===== config.mk =====
export PLATFORM = sky130hd
export DESIGN_NAME = three_phase_current_sense_top
export DESIGN_NICKNAME = d
export VERILOG_FILES = /design/src/rtl/tpcs_pkg.sv /design/src/rtl/tpcs_ctrl.sv /design/src/rtl/tpcs_datapath.sv /design/src/rtl/three_phase_current_sense_top.sv
export SDC_FILE = /design/constraint.sdc
export NUM_CORES = 2
export LEC_CHECK = 0
export ABC_AREA = 1
export BUFFER_PORTS_ARGS = -buffer_cell sky130_fd_sc_hd__buf_2
export CORE_MARGIN = 2
export CORE_UTILIZATION = 60
export CTS_BUF_LIST = sky130_fd_sc_hd__clkbuf_16
export CTS_CLUSTER_SIZE = 8
export DETAILED_ROUTE_END_ITERATION = 16
export PLACE_DENSITY_LB_ADDON = 0.1
export SLEW_MARGIN = 15
export SYNTH_ARGS = -nofsm -noshare
export SYNTH_HDL_FRONTEND = slang
export SYNTH_SLANG_ARGS = --single-unit
export TNS_END_PERCENT = 1

===== constraint.sdc =====
create_clock -name clk_i -period 28.3 [get_ports clk_i]
set_input_delay 2.83 -clock clk_i [delete_from_list [all_inputs] [get_ports clk_i]]
set_output_delay 2.83 -clock clk_i [all_outputs]
set_load 0.05 [all_outputs]

===== src/rtl/tpcs_pkg.sv =====
// tpcs_pkg: shared types and constants for the three-phase current sense block
// used by tpcs_ctrl, tpcs_datapath and three_phase_current_sense_top
// no dependencies
package tpcs_pkg;

  // sample and offset widths
  localparam int ADC_BITS    = 12;
  localparam int OFFSET_LOG2 = 6;
  localparam int OFFSET_SAMPLES = 1 << OFFSET_LOG2;
  localparam int OFF_W   = ADC_BITS + 4;
  localparam int SUM_W   = ADC_BITS + OFFSET_LOG2;
  localparam int CNT_W   = OFFSET_LOG2;
  localparam int GAIN_W  = 16;
  localparam int CUR_W   = 19;
  localparam int BUS_W   = 16;

  // datapath widths
  localparam int OPD_W   = OFF_W + 1;          // signed multiplier operand
  localparam int PROD_W  = 2 * OPD_W;          // signed product
  localparam int MIX_W   = PROD_W + 2;         // 2*p_x - p_y - p_z
  localparam int CURR_SHIFT = 20;              // count * gain >> 16, 4 fraction bits
  localparam int BUS_SHIFT  = 12;
  localparam int QUO_W   = MIX_W - CURR_SHIFT; // floor of mix over 2^20
  localparam int TWO_W   = PROD_W - CURR_SHIFT;
  localparam int SEL_W   = 2;

  // floor division by three: bias into positive range, then reciprocal multiply
  localparam logic [QUO_W-1:0] MIX_BIAS      = QUO_W'(16386);
  localparam logic [QUO_W:0]   MIX_BIAS_DIV3 = (QUO_W+1)'(5462);
  localparam logic [OPD_W-1:0] DIV3_RECIP    = OPD_W'(43691);
  localparam int               DIV3_SHIFT    = 17;

  localparam logic [OFF_W-1:0] OFFSET_MID = OFF_W'(1 << (ADC_BITS + 3));
  localparam logic [GAIN_W-1:0] GAIN_RESET = GAIN_W'(4096);

  localparam int SAT_W = CUR_W + 2;
  localparam logic signed [SAT_W-1:0] CUR_MAX = SAT_W'(262143);
  localparam logic signed [SAT_W-1:0] CUR_MIN = -SAT_W'(262144);

  // item modes
  typedef enum logic [1:0] {
    MODE_CAL   = 2'd0,
    MODE_THREE = 2'd1,
    MODE_TWO   = 2'd2,
    MODE_NONE  = 2'd3
  } mode_e;

  // phase selector codes
  typedef enum logic [1:0] {
    PH_A    = 2'd0,
    PH_B    = 2'd1,
    PH_C    = 2'd2,
    PH_NONE = 2'd3
  } phase_e;

  // configuration register indexes
  typedef enum logic [1:0] {
    CFG_CURRENT_GAIN   = 2'd0,
    CFG_CURRENT_NEGATE = 2'd1,
    CFG_BUS_GAIN       = 2'd2,
    CFG_UNUSED         = 2'd3
  } cfg_idx_e;

  // controller to datapath commands
  typedef struct packed {
    logic             load;
    logic             mul_en;
    logic             mix_en;
    logic             div_en;
    logic [SEL_W-1:0] sel;
    logic             out_load;
  } dp_cmd_t;

  function automatic logic signed [CUR_W-1:0] sat_cur(input logic signed [SAT_W-1:0] v);
    logic signed [CUR_W-1:0] r;
    if (v > CUR_MAX) begin
      r = CUR_MAX[CUR_W-1:0];
    end else if (v < CUR_MIN) begin
      r = CUR_MIN[CUR_W-1:0];
    end else begin
      r = v[CUR_W-1:0];
    end
    return r;
  endfunction

endpackage


===== src/rtl/tpcs_ctrl.sv =====
// tpcs_ctrl: sequencer for the current sense datapath
// depends on tpcs_pkg
module tpcs_ctrl (
  input  logic              clk_i,
  input  logic              rst_ni,
  input  logic              in_valid_i,
  output logic              in_ready_o,
  output logic              out_valid_o,
  input  logic              out_ready_i,
  output tpcs_pkg::dp_cmd_t cmd_o
);
  import tpcs_pkg::*;

  typedef enum logic [4:0] {
    S_IDLE  = 5'b00001,
    S_MUL   = 5'b00010,
    S_MIX   = 5'b00100,
    S_DIV   = 5'b01000,
    S_WRITE = 5'b10000
  } state_e;

  localparam logic [SEL_W-1:0] MUL_LAST = SEL_W'(3);
  localparam logic [SEL_W-1:0] DIV_LAST = SEL_W'(2);

  state_e           state_q, state_d;
  logic [SEL_W-1:0] step_q, step_d;
  logic             out_valid_q, out_valid_d;
  logic             in_accept;

  assign in_ready_o  = (state_q == S_IDLE);
  assign in_accept   = in_valid_i & in_ready_o;
  assign out_valid_o = out_valid_q;

  // next state and commands
  always_comb begin
    state_d = state_q;
    step_d  = step_q;
    cmd_o   = '0;
    cmd_o.sel = step_q;
    case (state_q)
      S_IDLE: begin
        cmd_o.load = in_accept;
        if (in_accept) begin
          state_d = S_MUL;
          step_d  = '0;
        end
      end
      S_MUL: begin
        cmd_o.mul_en = 1'b1;
        if (step_q == MUL_LAST) begin
          state_d = S_MIX;
          step_d  = '0;
        end else begin
          step_d = step_q + 1'b1;
        end
      end
      S_MIX: begin
        cmd_o.mix_en = 1'b1;
        state_d = S_DIV;
      end
      S_DIV: begin
        cmd_o.div_en = 1'b1;
        if (step_q == DIV_LAST) begin
          state_d = S_WRITE;
          step_d  = '0;
        end else begin
          step_d = step_q + 1'b1;
        end
      end
      S_WRITE: begin
        if (!out_valid_q || out_ready_i) begin
          cmd_o.out_load = 1'b1;
          state_d = S_IDLE;
        end
      end
      default: begin
        state_d = S_IDLE;
        step_d  = '0;
      end
    endcase
  end

  // output word valid flag
  always_comb begin
    out_valid_d = out_valid_q;
    if (cmd_o.out_load) begin
      out_valid_d = 1'b1;
    end else if (out_ready_i) begin
      out_valid_d = 1'b0;
    end
  end

  always_ff @(posedge clk_i or negedge rst_ni) begin
    if (!rst_ni) begin
      state_q     <= S_IDLE;
      step_q      <= '0;
      out_valid_q <= 1'b0;
    end else begin
      state_q     <= state_d;
      step_q      <= step_d;
      out_valid_q <= out_valid_d;
    end
  end

  // an accepted word always starts the multiply sequence
  assert property (@(posedge clk_i) disable iff (!rst_ni)
    in_accept |=> (state_q == S_MUL) && (step_q == '0))
    else $error("accepted word did not start multiply sequence");

  // a result word is never overwritten before it is taken
  assert property (@(posedge clk_i) disable iff (!rst_ni)
    cmd_o.out_load |-> (!out_valid_q || out_ready_i))
    else $error("output word overwritten");

  // divide steps only address the three phases
  assert property (@(posedge clk_i) disable iff (!rst_ni)
    (state_q == S_DIV) |-> (step_q != MUL_LAST))
    else $error("divide step out of range");

  assert property (@(posedge clk_i) disable iff (!rst_ni)
    $onehot(state_q))
    else $error("state register not one-hot");

endmodule


===== src/rtl/tpcs_datapath.sv =====
// tpcs_datapath: calibration state, config registers, shared multiplier and
// result registers of the current sense block; depends on tpcs_pkg
module tpcs_datapath (
  input  logic                               clk_i,
  input  logic                               rst_ni,
  input  tpcs_pkg::dp_cmd_t                  cmd_i,
  input  logic                               cfg_we_i,
  input  logic [1:0]                         cfg_index_i,
  input  logic [15:0]                        cfg_data_i,
  input  logic [1:0]                         mode_i,
  input  logic [tpcs_pkg::ADC_BITS-1:0]      raw_phase_a_i,
  input  logic [tpcs_pkg::ADC_BITS-1:0]      raw_phase_b_i,
  input  logic [tpcs_pkg::ADC_BITS-1:0]      raw_phase_c_i,
  input  logic [tpcs_pkg::ADC_BITS-1:0]      raw_bus_i,
  input  logic [1:0]                         shunt_first_i,
  input  logic [1:0]                         shunt_second_i,
  output logic signed [tpcs_pkg::CUR_W-1:0]  current_a_o,
  output logic signed [tpcs_pkg::CUR_W-1:0]  current_b_o,
  output logic signed [tpcs_pkg::CUR_W-1:0]  current_c_o,
  output logic [tpcs_pkg::BUS_W-1:0]         bus_voltage_o,
  output logic                               is_calibrated_o,
  output logic                               pair_invalid_o
);
  import tpcs_pkg::*;

  // config registers
  logic [GAIN_W-1:0] current_gain_q;
  logic              current_negate_q;
  logic [GAIN_W-1:0] bus_gain_q;

  // calibration state
  logic [OFF_W-1:0] offset_q [3];
  logic [SUM_W-1:0] sum_q [3];
  logic [SUM_W-1:0] sum_d [3];
  logic [CNT_W-1:0] count_q;
  logic             done_q;
  logic             cal_last;

  // captured word
  logic [ADC_BITS-1:0] raw_q [3];
  logic [ADC_BITS-1:0] bus_raw_q;
  logic [1:0]          mode_q;
  logic [1:0]          first_q;
  logic [1:0]          second_q;

  // working registers
  logic signed [PROD_W-1:0] prod_q [3];
  logic [BUS_W-1:0]         bus_q;
  logic [QUO_W-1:0]         biased_q [3];
  logic signed [TWO_W-1:0]  two_q [3];
  logic [QUO_W-1:0]         quo3_q [3];

  // shared multiplier
  logic signed [OPD_W-1:0]  mul_a, mul_b;
  logic signed [PROD_W-1:0] mul_p, prod_sgn;
  logic signed [OPD_W-1:0]  diff;
  logic [ADC_BITS-1:0]      raw_sel;
  logic [OFF_W-1:0]         off_sel;

  // mean removal
  logic signed [MIX_W-1:0]  mix [3];

  // final selection
  logic                     invalid;
  logic signed [SAT_W-1:0]  three_val [3];
  logic signed [SAT_W-1:0]  two_val [3];
  logic signed [CUR_W-1:0]  cur_sel [3];
  logic                     is_meas [3];

  // config writes
  always_ff @(posedge clk_i or negedge rst_ni) begin
    if (!rst_ni) begin
      current_gain_q   <= GAIN_RESET;
      current_negate_q <= 1'b0;
      bus_gain_q       <= GAIN_RESET;
    end else if (cfg_we_i) begin
      case (cfg_index_i)
        CFG_CURRENT_GAIN:   current_gain_q   <= cfg_data_i;
        CFG_CURRENT_NEGATE: current_negate_q <= cfg_data_i[0];
        CFG_BUS_GAIN:       bus_gain_q       <= cfg_data_i;
        default: ;
      endcase
    end
  end

  // running sums for offset calibration
  assign sum_d[0] = sum_q[0] + SUM_W'(raw_phase_a_i);
  assign sum_d[1] = sum_q[1] + SUM_W'(raw_phase_b_i);
  assign sum_d[2] = sum_q[2] + SUM_W'(raw_phase_c_i);
  assign cal_last = (count_q == CNT_W'(OFFSET_SAMPLES - 1));

  always_ff @(posedge clk_i or negedge rst_ni) begin
    if (!rst_ni) begin
      for (int i = 0; i < 3; i++) begin
        offset_q[i] <= OFFSET_MID;
        sum_q[i]    <= '0;
      end
      count_q <= '0;
      done_q  <= 1'b0;
    end else if (cmd_i.load && (mode_i == MODE_CAL)) begin
      if (cal_last) begin
        for (int i = 0; i < 3; i++) begin
          offset_q[i] <= OFF_W'({sum_d[i], 4'b0} >> OFFSET_LOG2);
          sum_q[i]    <= '0;
        end
        count_q <= '0;
        done_q  <= 1'b1;
      end else begin
        for (int i = 0; i < 3; i++) begin
          sum_q[i] <= sum_d[i];
        end
        count_q <= count_q + 1'b1;
      end
    end
  end

  // capture the accepted word
  always_ff @(posedge clk_i) begin
    if (cmd_i.load) begin
      raw_q[0]  <= raw_phase_a_i;
      raw_q[1]  <= raw_phase_b_i;
      raw_q[2]  <= raw_phase_c_i;
      bus_raw_q <= raw_bus_i;
      mode_q    <= mode_i;
      first_q   <= shunt_first_i;
      second_q  <= shunt_second_i;
    end
  end

  // multiplier operand select: phase products, bus product, divide by three
  always_comb begin
    raw_sel = '0;
    off_sel = '0;
    if (cmd_i.sel != PH_NONE) begin
      raw_sel = raw_q[cmd_i.sel];
      off_sel = offset_q[cmd_i.sel];
    end
    diff = $signed({1'b0, raw_sel, 4'b0}) - $signed({1'b0, off_sel});
    if (cmd_i.div_en) begin
      mul_a = $signed({1'b0, biased_q[cmd_i.sel]});
      mul_b = $signed(DIV3_RECIP);
    end else if (cmd_i.sel == PH_NONE) begin
      mul_a = $signed(OPD_W'(bus_raw_q));
      mul_b = $signed({1'b0, bus_gain_q});
    end else begin
      mul_a = diff;
      mul_b = $signed({1'b0, current_gain_q});
    end
  end

  assign mul_p    = mul_a * mul_b;
  assign prod_sgn = current_negate_q ? -mul_p : mul_p;

  always_ff @(posedge clk_i) begin
    if (cmd_i.mul_en) begin
      if (cmd_i.sel == PH_NONE) begin
        bus_q <= mul_p[BUS_SHIFT +: BUS_W];
      end else begin
        prod_q[cmd_i.sel] <= prod_sgn;
      end
    end
    if (cmd_i.div_en && (cmd_i.sel != PH_NONE)) begin
      quo3_q[cmd_i.sel] <= mul_p[DIV3_SHIFT +: QUO_W];
    end
  end

  // mean removal and two-shunt rounding
  assign mix[0] = (MIX_W'(prod_q[0]) <<< 1) - MIX_W'(prod_q[1]) - MIX_W'(prod_q[2]);
  assign mix[1] = (MIX_W'(prod_q[1]) <<< 1) - MIX_W'(prod_q[0]) - MIX_W'(prod_q[2]);
  assign mix[2] = (MIX_W'(prod_q[2]) <<< 1) - MIX_W'(prod_q[0]) - MIX_W'(prod_q[1]);

  always_ff @(posedge clk_i) begin
    if (cmd_i.mix_en) begin
      for (int i = 0; i < 3; i++) begin
        biased_q[i] <= mix[i][CURR_SHIFT +: QUO_W] + MIX_BIAS;
        two_q[i]    <= prod_q[i][CURR_SHIFT +: TWO_W];
      end
    end
  end

  // per-phase result by mode
  assign invalid = (first_q == PH_NONE) || (second_q == PH_NONE) || (first_q == second_q);

  always_comb begin
    for (int i = 0; i < 3; i++) begin
      three_val[i] = SAT_W'($signed({1'b0, quo3_q[i]}) - $signed(MIX_BIAS_DIV3));
      is_meas[i]   = (first_q == 2'(i)) || (second_q == 2'(i));
    end
    two_val[0] = is_meas[0] ? SAT_W'(two_q[0]) : -(SAT_W'(two_q[1]) + SAT_W'(two_q[2]));
    two_val[1] = is_meas[1] ? SAT_W'(two_q[1]) : -(SAT_W'(two_q[0]) + SAT_W'(two_q[2]));
    two_val[2] = is_meas[2] ? SAT_W'(two_q[2]) : -(SAT_W'(two_q[0]) + SAT_W'(two_q[1]));
    for (int i = 0; i < 3; i++) begin
      case (mode_q)
        MODE_THREE: cur_sel[i] = sat_cur(three_val[i]);
        MODE_TWO:   cur_sel[i] = invalid ? '0 : sat_cur(two_val[i]);
        default:    cur_sel[i] = '0;
      endcase
    end
  end

  // output word register
  always_ff @(posedge clk_i) begin
    if (cmd_i.out_load) begin
      current_a_o     <= cur_sel[0];
      current_b_o     <= cur_sel[1];
      current_c_o     <= cur_sel[2];
      bus_voltage_o   <= bus_q;
      is_calibrated_o <= done_q;
      pair_invalid_o  <= (mode_q == MODE_TWO) && invalid;
    end
  end

endmodule


===== src/rtl/three_phase_current_sense_top.sv =====
// three_phase_current_sense_top: phase current and bus voltage conversion with
// offset calibration; an accepted word passes the multiply, mix, divide and write
// states before the next word is taken, set by the single shared 17x17 multiplier
// (three phase products, one bus product, three divide-by-three steps)
// a finished result waits in the output register while the next word is taken
// rst_ni async active low: gains 4096, offsets mid-scale, calibration cleared
module three_phase_current_sense_top (
  input  logic                               clk_i,
  input  logic                               rst_ni,
  input  logic                               in_valid_i,
  output logic                               in_ready_o,
  input  logic [1:0]                         mode_i,
  input  logic [tpcs_pkg::ADC_BITS-1:0]      raw_phase_a_i,
  input  logic [tpcs_pkg::ADC_BITS-1:0]      raw_phase_b_i,
  input  logic [tpcs_pkg::ADC_BITS-1:0]      raw_phase_c_i,
  input  logic [tpcs_pkg::ADC_BITS-1:0]      raw_bus_i,
  input  logic [1:0]                         shunt_first_i,
  input  logic [1:0]                         shunt_second_i,
  output logic                               out_valid_o,
  input  logic                               out_ready_i,
  output logic signed [tpcs_pkg::CUR_W-1:0]  current_a_o,
  output logic signed [tpcs_pkg::CUR_W-1:0]  current_b_o,
  output logic signed [tpcs_pkg::CUR_W-1:0]  current_c_o,
  output logic [tpcs_pkg::BUS_W-1:0]         bus_voltage_o,
  output logic                               is_calibrated_o,
  output logic                               pair_invalid_o,
  input  logic                               cfg_valid_i,
  output logic                               cfg_ready_o,
  input  logic [1:0]                         cfg_index_i,
  input  logic [15:0]                        cfg_data_i
);
  import tpcs_pkg::*;

  dp_cmd_t cmd;

  // config writes are always taken
  assign cfg_ready_o = 1'b1;

  tpcs_ctrl u_ctrl (
    .clk_i       (clk_i),
    .rst_ni      (rst_ni),
    .in_valid_i  (in_valid_i),
    .in_ready_o  (in_ready_o),
    .out_valid_o (out_valid_o),
    .out_ready_i (out_ready_i),
    .cmd_o       (cmd)
  );

  tpcs_datapath u_datapath (
    .clk_i           (clk_i),
    .rst_ni          (rst_ni),
    .cmd_i           (cmd),
    .cfg_we_i        (cfg_valid_i & cfg_ready_o),
    .cfg_index_i     (cfg_index_i),
    .cfg_data_i      (cfg_data_i),
    .mode_i          (mode_i),
    .raw_phase_a_i   (raw_phase_a_i),
    .raw_phase_b_i   (raw_phase_b_i),
    .raw_phase_c_i   (raw_phase_c_i),
    .raw_bus_i       (raw_bus_i),
    .shunt_first_i   (shunt_first_i),
    .shunt_second_i  (shunt_second_i),
    .current_a_o     (current_a_o),
    .current_b_o     (current_b_o),
    .current_c_o     (current_c_o),
    .bus_voltage_o   (bus_voltage_o),
    .is_calibrated_o (is_calibrated_o),
    .pair_invalid_o  (pair_invalid_o)
  );

endmodule

==> flow_summary.ini <==
[timing]
slew_violations = 0
final_hold_viol_count = 0
max-slew-margin-rel_pct = 17.1
skew_ps = 60.8
worst_margin_slew_ps = 1240
fin_worst_hold_slack_ps = 408
setup_total_negative_slack_ps = 0
period_needed_ps = 11200
timing.final.ws_setup_ps = 17100
fin_crit_sh_pct = 39.6
max_freq_mhz = 89.3
report.final.setup_viol = 0
rsz_0062_raised_after_global_routing = false

[setup_path]
critical_path.slowest_cell = sky130_fd_sc_hd__dfrtp_1
crit_path_end = u_datapath.prod_q[1][22]
crit_path_start = u_ctrl.step_q[1]
cp_slowest_stage_delay_ps = 850
path_delay_family = adder cells
crit_path_max_fanout = 38
worst-setup-path-type = reg -> reg
path_depth = 41
worst_r2r_endpoint = u_datapath.prod_q[1][22]
timing.reg2reg.worst_path_depth = 41
worstPathRequired_ps = 28670
wp_buf_inv = 10
timing.rr.start = u_ctrl.step_q[1]
timing.critical_path.to_type = flop
reg_to_reg_setup_timing_slack_ps = 17100
cp.arrival_ps = 11570
startpoint_type = flop
most_repeated_library_cell_on_the_critical_path = sky130_fd_sc_hd__inv_1

[grt]
number_of_antenna_violations_at_the_first_check_in_global_routing = 4
grt_pass1_vias = 40700
grt_start_max_net_pins = 88
global_route.overflow_total = 0
wire_length_of_the_first_global_routing_pass_microns = 233000
total_routing_resource_utilization_after_global_routing_pct = 36.8

[yosys]
synth_top_area_share_pct = 23.6
ys_seq_area_share_pct = 31.3
postSynthAreaPerCell_sq_um = 8.10
post_synth_main_area_contributors = sky130_fd_sc_hd__edfxtp_1 (24%), sky130_fd_sc_hd__fa_1 (16%), sky130_fd_sc_hd__nand2_1 (11%)
synth_edf_count = 385
synth.cells.most_frequent = sky130_fd_sc_hd__nand2_1 (1442), sky130_fd_sc_hd__inv_1 (1036), sky130_fd_sc_hd__nor2_1 (541)
synth_top_flop_cell = sky130_fd_sc_hd__edfxtp_1
number_of_synthesized_register_bits = 535
post_synth_instance_area_sq_um = 49000
synth_async_sr_flop_share_pct = 28.0
synth_largest_area_cell = sky130_fd_sc_hd__edfxtp_1
synth_cell_types = 71
yosys.cell_count.top_type = sky130_fd_sc_hd__nand2_1
synth_cells = 6050
synth_nets = 6816
synth.yosys.warnings = 0

[job]
drv.max_cap_violation_count = 0

[clock_tree]
clk_pin_slew_worst_paths_ps = 70
cts.path.max_buffers = 3
cts_tree = done
ctsHoldBuffers = 0
clock-sinks = 535
h_tree_levels = 3
post_cts_setup_inserts = 0
clock_root_buffer = sky130_fd_sc_hd__clkbuf_16
tritoncts.num_buffers = 78
worstSkewPairLatency_ps = 650
postCtsResizedCells = 0

[place]
dp_worst_setup_slack_ps = 17480
post_dp_hpwl_microns = 123000
gp_routability_congestion = 1.06
numPortBuffers = 153

[detailed_routing]
avgRoutedWirePerCell_microns = 21.1
initial_drc_count = 4335
detail_route.vias_per_cell = 5.76
wirelength_microns = 154000
drt-pass1-iter-count = 6
drc_errors = 0
antenna_violating_nets_post_route = 0
vias_after_detailed_routing = 42100

[floorplan]
die-area_sq_um = 83900
starting_density_of_the_core_pct = 60.7
die_w_microns = 290
die_h_microns = 290
design.core.area_sq_um = 80700
placementRows = 104
floorplan.io_pins = 155

[final_layout]
post_route_cells_drive_above_1_share_pct = 7.83
nNetsFinal = 6974
area_delta_synth_final_pct = 8.57

[hold_path]
min_from = u_datapath.bus_q[1]
holdCritPathClass = reg -> reg

[outcome]
run_status = complete, no violations
## layout make-up
type	count	area (sq um)
diodes	1	2.50
clock buffers	80	2000
clock inverters	38	262
fillers	6945	27500
inverters	1074	4030
multi-input cells	4337	29200
flip-flops and latches	535	15300
well taps	1060	1330
repair buffers	182	1030
## layer usage
layer  vias up  wire, microns  GRT usage (%)
met5         -              0              0
met4         0           8760           18.1
met1     20000          61600           49.3
li1      19700              -              -
met3       428          14700           7.23
met2      1912          69200           57.6
## placed cells by master, fill, tap and decap left out, types with 11 or more instances in the layout
| master | count |
|---|---|
| sky130_fd_sc_hd__a21o_1 | 26 |
| sky130_fd_sc_hd__a21oi_1 | 329 |
| sky130_fd_sc_hd__a21oi_2 | 11 |
| sky130_fd_sc_hd__a22o_1 | 21 |
| sky130_fd_sc_hd__a31oi_1 | 18 |
| sky130_fd_sc_hd__and2_1 | 12 |
| sky130_fd_sc_hd__buf_2 | 152 |
| sky130_fd_sc_hd__buf_4 | 26 |
| sky130_fd_sc_hd__clkbuf_16 | 80 |
| sky130_fd_sc_hd__dfrtp_1 | 143 |
| sky130_fd_sc_hd__edfxtp_1 | 385 |
| sky130_fd_sc_hd__fa_1 | 384 |
| sky130_fd_sc_hd__ha_1 | 304 |
| sky130_fd_sc_hd__inv_1 | 1064 |
| sky130_fd_sc_hd__inv_2 | 30 |
| sky130_fd_sc_hd__mux2i_1 | 15 |
| sky130_fd_sc_hd__nand2_1 | 1442 |
| sky130_fd_sc_hd__nand2_2 | 56 |
| sky130_fd_sc_hd__nand3_1 | 317 |
| sky130_fd_sc_hd__nand3_2 | 15 |
| sky130_fd_sc_hd__nand3b_1 | 28 |
| sky130_fd_sc_hd__nand4_1 | 81 |
| sky130_fd_sc_hd__nor2_1 | 537 |
| sky130_fd_sc_hd__nor2_2 | 30 |
| sky130_fd_sc_hd__nor2_4 | 15 |
| sky130_fd_sc_hd__nor3_1 | 49 |
| sky130_fd_sc_hd__o211ai_1 | 32 |
| sky130_fd_sc_hd__o21ai_0 | 299 |
| sky130_fd_sc_hd__o21ai_1 | 16 |
| sky130_fd_sc_hd__o21bai_1 | 27 |
| sky130_fd_sc_hd__o22ai_1 | 11 |
| sky130_fd_sc_hd__or2_2 | 14 |
| sky130_fd_sc_hd__xnor2_1 | 72 |
| sky130_fd_sc_hd__xor2_1 | 86 |
## how the worst min path moves through the flow
stage                                  endpoint  cells past startpoint  slack, ps
detailed placement  u_datapath.bus_voltage_o[7]                      0        410
global placement    u_datapath.bus_voltage_o[8]                      0        400
finish              u_datapath.bus_voltage_o[1]                      0        410
global route        u_datapath.bus_voltage_o[1]                      0        420
CTS                 u_datapath.bus_voltage_o[7]                      0        420
floorplan           u_datapath.bus_voltage_o[0]                      0        400
## worst reg2reg max path: cells and delay by family (launching register included)
family	cells	cell delay [ps]
buf+inv	10	1710
compound gates	5	1160
flops	1	850
xor+xnor	3	1320
simple gates	14	2080
fa+ha+maj	9	3870
## registers in the layout, summed over array words and instances (netlist names), 5 cells and up
| register | count |
|---|---|
| u_datapath.raw_q | 36 |
| u_datapath.bus_raw_q | 12 |
| u_datapath.current_b_o | 19 |
| u_datapath.quo3_q | 48 |
| u_datapath.sum_q | 54 |
| u_datapath.biased_q | 48 |
| u_datapath.bus_q | 16 |
| u_ctrl.state_q | 5 |
| u_datapath.two_q | 42 |
| u_datapath.bus_voltage_o | 16 |
| u_datapath.current_c_o | 19 |
| u_datapath.prod_q | 102 |
| u_datapath.count_q | 6 |
| u_datapath.current_a_o | 19 |
| u_datapath.current_gain_q | 16 |
| u_datapath.offset_q | 48 |
| u_datapath.bus_gain_q | 16 |
## metrics by stage
| step | instance area [sq um] | utilization, % | std cells |
|---|---|---|---|
| final | 53200 | 65.9 | 7307 |
| after global routing | 53200 | 65.9 | 7306 |
| after CTS | 53100 | 65.8 | 7303 |
| after detailed placement | 50900 | 63.0 | 7185 |
| after global placement | 50900 | 63.0 | 7185 |
| after floorplan | 49000 | - | 6050 |
## logic make-up (layout without fill, tap and decap cells)
logic type                 Yosys count  in the layout  synth area share, %
buffers and inverters             1178           1374                 9.17
adders and majority gates          689            689                 23.5
and+or+nand+nor                   2636           2636                 23.1
other                                1              2              0.00766
muxes                               15             15                0.306
AOI/OAI and AO/OA                  833            833                 9.60
xor gates and xnor gates           163            163                 3.01
DFF                                535            535                 31.3
Power is left out: the tool's default activity adds up to more than one toggle a clock period on the data nets, which glitch-free logic cannot reach.
